### src/rtl/hiba_pkg.sv
// hiba_pkg: widths, codes and stage types of the hash-interleaved block address translator
// no dependencies; imported by every module of the block
package hiba_pkg;

	localparam int IDX_W       = 24;
	localparam int LVL_W       = 2;
	localparam int PHYS_W      = 25;
	localparam int OFFS_W      = 40;
	localparam int TPL_W       = 2;
	localparam int HDR_W       = 32;
	localparam int BLOCK_SHIFT = 12;
	localparam int IN_DATA_W   = 32;
	localparam int OUT_DATA_W  = 72;
	localparam int CFG_IDX_W   = 1;

	localparam logic FUNC_DATA = 1'b0;
	localparam logic FUNC_HASH = 1'b1;

	localparam logic [LVL_W-1:0] LVL_0 = 2'd0;
	localparam logic [LVL_W-1:0] LVL_1 = 2'd1;

	localparam logic [CFG_IDX_W-1:0] CFG_TABLES_PER_LEVEL = 1'd0;
	localparam logic [CFG_IDX_W-1:0] CFG_HEADER_BYTES     = 1'd1;

	typedef struct packed {
		logic             func;
		logic [IDX_W-1:0] idx;
		logic [LVL_W-1:0] level;
	} req_t;

	typedef struct packed {
		logic             func;
		logic [IDX_W-1:0] idx;
		logic [LVL_W-1:0] level;
		logic             ge0;
		logic             ge1;
		logic [IDX_W-1:0] q0;
		logic [IDX_W-1:0] q1;
		logic [IDX_W-1:0] q2;
	} quot_t;

endpackage

### src/rtl/hiba_cdiv.sv
// hiba_cdiv: unsigned division of a block index by a constant through an exact reciprocal
// depends on hiba_pkg
module hiba_cdiv import hiba_pkg::*; #(
	parameter int DIVISOR = 170
) (
	input  logic [IDX_W-1:0] idx,
	output logic [IDX_W-1:0] quot
);

	localparam int SHIFT = IDX_W + $clog2(DIVISOR);
	localparam longint unsigned RECIP_L =
		((64'd1 << SHIFT) + 64'(DIVISOR) - 64'd1) / 64'(DIVISOR);
	localparam logic [IDX_W:0] RECIP = RECIP_L[IDX_W:0];

	logic [2*IDX_W+1:0] prod;
	logic [2*IDX_W+1:0] shifted;

	assign prod    = (2*IDX_W+2)'({1'b0, idx}) * (2*IDX_W+2)'(RECIP);
	assign shifted = prod >> SHIFT;
	assign quot    = shifted[IDX_W-1:0];

endmodule

### src/rtl/hash_interleaved_block_address.sv
// four registered stages (index, quotients, block, offset) carry each word from s_* to m_*
// throughput: one word per cycle while m_tready is high
// a stage holds while the next one is full and stalled, so bubbles close up under backpressure
// reset: asynchronous, active low; empties the pipeline, tables_per_level = 1, header_bytes = 0
// depends on hiba_pkg and hiba_cdiv
module hash_interleaved_block_address import hiba_pkg::*; #(
	parameter int ENTRIES_PER_TABLE = 170
) (
	input  logic                  clk,
	input  logic                  arst_n,
	input  logic                  cfg_we,
	input  logic [CFG_IDX_W-1:0]  cfg_index,
	input  logic [HDR_W-1:0]      cfg_data,
	input  logic                  s_tvalid,
	output logic                  s_tready,
	input  logic [IN_DATA_W-1:0]  s_tdata,   // idx, level
	input  logic                  s_tuser,   // func
	output logic                  m_tvalid,
	input  logic                  m_tready,
	output logic [OUT_DATA_W-1:0] m_tdata    // physical_block, byte_offset
);

	localparam int SPAN0 = ENTRIES_PER_TABLE;
	localparam int SPAN1 = ENTRIES_PER_TABLE * ENTRIES_PER_TABLE;
	localparam int SPAN2 = ENTRIES_PER_TABLE * ENTRIES_PER_TABLE * ENTRIES_PER_TABLE;
	localparam logic [IDX_W:0]  SPAN0_V = (IDX_W+1)'(SPAN0);
	localparam logic [IDX_W:0]  SPAN1_V = (IDX_W+1)'(SPAN1);
	localparam logic [PHYS_W-1:0] E_P   = PHYS_W'(SPAN0);
	localparam logic [PHYS_W-1:0] E2_P  = PHYS_W'(SPAN1);

	logic [TPL_W-1:0] tpl_q;
	logic [HDR_W-1:0] hdr_q;

	logic vld_s1, vld_s2, vld_s3, vld_s4;
	logic rdy_s1, rdy_s2, rdy_s3, rdy_s4;

	req_t              req_s1;
	quot_t             quot_s2;
	logic [PHYS_W-1:0] phys_s3;
	logic [PHYS_W-1:0] phys_s4;
	logic [OFFS_W-1:0] offs_s4;

	quot_t             quot_d;
	logic [PHYS_W-1:0] phys_d;
	logic [PHYS_W-1:0] t_p, step0, step1;
	logic [PHYS_W-1:0] q0_p, q1_p, q2_p;
	logic [PHYS_W-1:0] data_blk, hash_blk;
	logic [HDR_W-HDR_W+20:0] base_blk;
	logic [OFFS_W-1:0] base;

	// configuration registers
	always_ff @(posedge clk or negedge arst_n) begin
		if (!arst_n) begin
			tpl_q <= TPL_W'(1);
			hdr_q <= '0;
		end else if (cfg_we) begin
			unique case (cfg_index)
				CFG_TABLES_PER_LEVEL: tpl_q <= cfg_data[TPL_W-1:0];
				CFG_HEADER_BYTES:     hdr_q <= cfg_data;
				default:              ;
			endcase
		end
	end

	// stage handshake
	assign rdy_s4   = !vld_s4 || m_tready;
	assign rdy_s3   = !vld_s3 || rdy_s4;
	assign rdy_s2   = !vld_s2 || rdy_s3;
	assign rdy_s1   = !vld_s1 || rdy_s2;
	assign s_tready = rdy_s1;

	always_ff @(posedge clk or negedge arst_n) begin
		if (!arst_n) begin
			vld_s1 <= 1'b0;
			vld_s2 <= 1'b0;
			vld_s3 <= 1'b0;
			vld_s4 <= 1'b0;
		end else begin
			if (rdy_s1) vld_s1 <= s_tvalid;
			if (rdy_s2) vld_s2 <= vld_s1;
			if (rdy_s3) vld_s3 <= vld_s2;
			if (rdy_s4) vld_s4 <= vld_s3;
		end
	end

	// stage 1: input word
	always_ff @(posedge clk) begin
		if (rdy_s1) begin
			req_s1.func  <= s_tuser;
			req_s1.idx   <= s_tdata[IDX_W-1:0];
			req_s1.level <= s_tdata[IDX_W+LVL_W-1:IDX_W];
		end
	end

	// stage 2: quotients by the three spans
	hiba_cdiv #(.DIVISOR(SPAN0)) u_div0 (.idx(req_s1.idx), .quot(quot_d.q0));
	hiba_cdiv #(.DIVISOR(SPAN1)) u_div1 (.idx(req_s1.idx), .quot(quot_d.q1));
	hiba_cdiv #(.DIVISOR(SPAN2)) u_div2 (.idx(req_s1.idx), .quot(quot_d.q2));

	assign quot_d.func  = req_s1.func;
	assign quot_d.idx   = req_s1.idx;
	assign quot_d.level = req_s1.level;
	assign quot_d.ge0   = {1'b0, req_s1.idx} >= SPAN0_V;
	assign quot_d.ge1   = {1'b0, req_s1.idx} >= SPAN1_V;

	always_ff @(posedge clk) begin
		if (rdy_s2) quot_s2 <= quot_d;
	end

	// stage 3: physical block, modulo 2^25
	assign t_p   = PHYS_W'(tpl_q);
	assign step0 = E_P + t_p;
	assign step1 = E2_P + (E_P + PHYS_W'(1)) * t_p;
	assign q0_p  = PHYS_W'(quot_s2.q0);
	assign q1_p  = PHYS_W'(quot_s2.q1);
	assign q2_p  = PHYS_W'(quot_s2.q2);

	assign data_blk = PHYS_W'(quot_s2.idx)
		+ (q0_p + PHYS_W'(1)) * t_p
		+ (quot_s2.ge0 ? (q1_p + PHYS_W'(1)) * t_p : '0)
		+ (quot_s2.ge1 ? (q2_p + PHYS_W'(1)) * t_p : '0);

	always_comb begin
		case (quot_s2.level)
			LVL_0: begin
				if (quot_s2.ge0)
					hash_blk = q0_p * step0 + (q1_p + PHYS_W'(1)) * t_p
						+ (quot_s2.ge1 ? t_p : '0);
				else
					hash_blk = '0;
			end
			LVL_1: begin
				if (quot_s2.ge1)
					hash_blk = q1_p * step1 + t_p;
				else
					hash_blk = step0;
			end
			default: hash_blk = step1;
		endcase
	end

	assign phys_d = (quot_s2.func == FUNC_DATA) ? data_blk : hash_blk;

	always_ff @(posedge clk) begin
		if (rdy_s3) phys_s3 <= phys_d;
	end

	// stage 4: byte offset from the rounded header size
	assign base_blk = {1'b0, hdr_q[HDR_W-1:BLOCK_SHIFT]} + 21'(hdr_q[BLOCK_SHIFT-1:0] != '0);
	assign base     = {(OFFS_W-BLOCK_SHIFT-21)'(0), base_blk, BLOCK_SHIFT'(0)};

	always_ff @(posedge clk) begin
		if (rdy_s4) begin
			phys_s4 <= phys_s3;
			offs_s4 <= base + {(OFFS_W-PHYS_W-BLOCK_SHIFT)'(0), phys_s3, BLOCK_SHIFT'(0)};
		end
	end

	assign m_tvalid = vld_s4;
	assign m_tdata  = {(OUT_DATA_W-OFFS_W-PHYS_W)'(0), offs_s4, phys_s4};

endmodule

### config.mk
export PLATFORM = sky130hd
export DESIGN_NAME = hash_interleaved_block_address
export DESIGN_NICKNAME = d
export VERILOG_FILES = /design/src/rtl/hiba_pkg.sv /design/src/rtl/hiba_cdiv.sv /design/src/rtl/hash_interleaved_block_address.sv
export SDC_FILE = /design/constraint.sdc
export NUM_CORES = 2
export LEC_CHECK = 0
export CORE_UTILIZATION = 25
export CTS_CLUSTER_SIZE = 40
export DETAILED_ROUTE_END_ITERATION = 12
export DONT_BUFFER_PORTS = 1
export PLACE_DENSITY = 0.34
export SLEW_MARGIN = 25
export SYNTH_ARGS = -nofsm -noshare
export SYNTH_HDL_FRONTEND = slang
export SYNTH_SLANG_ARGS = --single-unit
### constraint.sdc
create_clock -name clk -period 12.8 [get_ports clk]
set_clock_uncertainty 0.1 [all_clocks]
set_input_delay 1.92 -clock clk [delete_from_list [all_inputs] [get_ports clk]]
set_output_delay 1.92 -clock clk [all_outputs]
set_load 0.02 [all_outputs]
==> out/metrics.csv <==
stage,metric,value,unit
sta,Final Hold Viols,0,
sta,final setup fails,0,
drt,DRT Wirelength,131000,um
worst_setup_path,CP max stage cell,ha_1,
sta,setup TNS,0,ps
cells_and_area,most frequent cells in the layout,"inv_1 (960), ha_1 (917), fa_1 (574)",
sta,f_max,111,MHz
synthesis,Synth Instances,3973,
min_path,hold crit path type,reg -> reg,
floorplanning,Die ar.,0.164,mm^2
synthesis,count of cell types in the netlist,90,
drt,vias,26516,
floorplanning,core area,0.161,mm^2
min_path,Hold Path Sink,quot_s2[100]$_DFFE_PP_,
sta,Tcrit/Tclk final,70.6,%
worst_setup_path,WP data required,12990,ps
cells_and_area,Layout Area Growth over Synthesis,8.39,%
drt,per-cell routed wire length,21.3,um
cts,post_cts resized,0,
cells_and_area,# diodes,0,
sta,unrepaired setup endpoints after global routing,no,
cells_and_area,fillers,17297,
cts,CTS Buf Count,17,
floorplanning,Die X,404,um
synthesis,ys flop type,edfxtp_1,
synthesis,register bit total from synthesis,199,
cts,Setup Buffers After CTS,0,
worst_setup_path,Reg2Reg Depth,25,
worst_setup_path,critical path endpoint category,register,
cts,root buffer cell,clkbuf_16,
floorplanning,die height,404,um
drt,DRC,0,
synthesis,yosys warns,0,
floorplanning,initial core utilization,25.2,%
grt,initial antenna violation count,8,
place,port bufs,0,
cts,Post-CTS Hold Buffers,0,
grt,Total Routing Usage GR,16.5,%
sta,Worst Tran Pin Value,920,ps
cts,clk slew on worst S/H paths,120,ps
drt,DR iter-0 viols,1193,
min_path,Hold Crit Start,quot_d[100]$_DFFE_PP_,
cells_and_area,"commonest non-fill, non-tap cell in the layout",inv_1,
grt,first-pass GRT wire length,195000,um
synthesis,sequential area share after synthesis,14.3,%
grt,largest net degree at the start of global routing,58,
min_path,hold depth,0,
worst_setup_path,r2r setup slk,3760,ps
place,Post-Place Worst Slack,3650,ps
sta,"Worst Setup Slack, final",3760,ps
synthesis,syn_area_per_cell,10.2,um^2
cts,H-tree levels,4,
outcome,outcome,"complete, no violations",
cells_and_area,Layout Utilization,27.3,%
drt,Vias/cell,4.31,
synthesis,Synth Cell Area,0.0405,mm^2
drt,antenna-violating nets left,0,
sta,shortest period the worst path allows,9040,ps
synthesis,Async SR Flop Fraction,19.1,%
worst_setup_path,crit path launch type,register,
floorplanning,Ports,145,
run,max-cap violations,0,
floorplanning,number of placement rows,147,
worst_setup_path,crit path DAT,9230,ps
drt,Initial DRT Pass Iterations,5,
cells_and_area,proportion of layout cells with a drive suffix above 1,4.00,%
worst_setup_path,Crit Path Class,reg -> reg,
cts,deepest clock path buffer count,2,
worst_setup_path,Reg-to-Reg Start,tpl_q[0]$_DFFE_PN1P_,
cts,"Clk Latency, worst-skew pair",570,ps
synthesis,number of synthesized flops with an enable pin,161,
worst_setup_path,Crit Path Max Fanout,45,
sta,slew margin rel.,38.7,%
worst_setup_path,worst reg2reg path endpoint,phys_s3[24]$_DFFE_PP_,
grt,"Remaining Overflow, GRT",0,
place,Routability Congestion,0.812,
cts,clock sinks,199,
cells_and_area,nets,5546,
place,post-DP HPWL,111000,um
cts,CTS tree,built,
grt,number of global-route vias before repair,28845,
worst_setup_path,CP peak stage delay,650,ps
worst_setup_path,"most used cell, CP",inv_1,
sta,"Slew Viols, Final",0,
-- critical path: cells and delay by family (launching register included) --
kind | cells | cell delay (ps)
fa+ha+maj | 7 | 3550
compound gates | 6 | 2020
buf+inv | 8 | 1480
simple gates | 3 | 700
flops | 1 | 530
xor+xnor | 1 | 320
-- logic make-up after synthesis --
logic type	synth area share, %
mux	1.38
flops	14.3
xor+xnor	3.42
compound gates	7.11
other cells	0.0186
fa+ha+maj	56.7
buf+inv	9.78
simple gates	7.28
-- flip-flops by register name (all words and copies together), names as in the netlist --
| signal | cells |
|---|---|
| phys_s4 | 25 |
| vld_s3 | 1 |
| offs_s4 | 26 |
| quot_s2 | 29 |
| q1_p | 10 |
| q2_p | 2 |
| vld_s2 | 1 |
| phys_s3 | 25 |
| tpl_q | 2 |
| hdr_q | 32 |
| vld_s1 | 1 |
| m_tvalid | 1 |
| quot_d | 27 |
| q0_p | 17 |
-- stage by stage --
step	std cells	instance area, um^2	hold WS (ps)
finish	6157	43900	305
global route	6157	43900	317
CTS	6157	43900	302
detailed placement	6125	43300	308
global placement	6125	43200	314
floorplan	3993	40600	300
-- cells in the mapped netlist, drive strengths merged (17+ instances only) --
cell type	n	area share, %
a211oi	17	0.35
a21o	66	1.2
a21oi	121	1.5
a31oi	20	0.31
and2	56	0.87
and3	28	0.43
buf	27	0.45
clkbuf	43	0.40
dfrtp	37	2.3
edfxtp	161	12
fa	574	28
ha	917	28
inv	961	8.9
mux2	48	1.3
nand2	170	1.6
nand2b	30	0.46
nand3	38	0.47
nand4	36	0.56
nor2	150	1.4
nor2b	28	0.45
nor3	31	0.38
o21ai	88	1.1
o21bai	19	0.35
xnor2	110	2.4
xor2	48	1.0
-- worst max path at each step --
stage	end	startpoint	slack (ps)
2_1_floorplan	q1_p[9]$_DFFE_PP_	quot_d[93]$_DFFE_PP_	5900
3_3_place_gp	phys_s3[24]$_DFFE_PP_	tpl_q[0]$_DFFE_PN1P_	3640
3_5_place_dp	phys_s3[24]$_DFFE_PP_	tpl_q[0]$_DFFE_PN1P_	3650
4_1_cts	phys_s3[24]$_DFFE_PP_	tpl_q[0]$_DFFE_PN1P_	3600
5_1_grt	phys_s3[24]$_DFFE_PP_	tpl_q[0]$_DFFE_PN1P_	3360
6_report	phys_s3[24]$_DFFE_PP_	tpl_q[0]$_DFFE_PN1P_	3760
-- layer usage --
| layer | wire length [um] | part of all wire [%] | up-vias | track usage, % |
|---|---|---|---|---|
| li1 | - | - | 12871 | - |
| met1 | 68500 | 52 | 13277 | 24.7 |
| met2 | 56300 | 43 | 312 | 25.0 |
| met3 | 4350 | 3.3 | 50 | 2.55 |
| met4 | 1640 | 1.2 | 6 | 2.64 |
| met5 | 54 | 0.041 | - | 0 |
-- final cells by class --
class	count	area [um^2]	share of cell area (%)
inverters	963	3610	8.24
multi-input cells	2761	30800	70.3
well taps	2160	2700	6.16
clock buffers	18	439	1.00
flip-flops and latches	199	5790	13.2
clock inverters	14	183	0.416
repair buffers	42	315	0.719
Power is left out: the tool's default activity adds up to more than one toggle a clock period on the data nets, which glitch-free logic cannot reach.
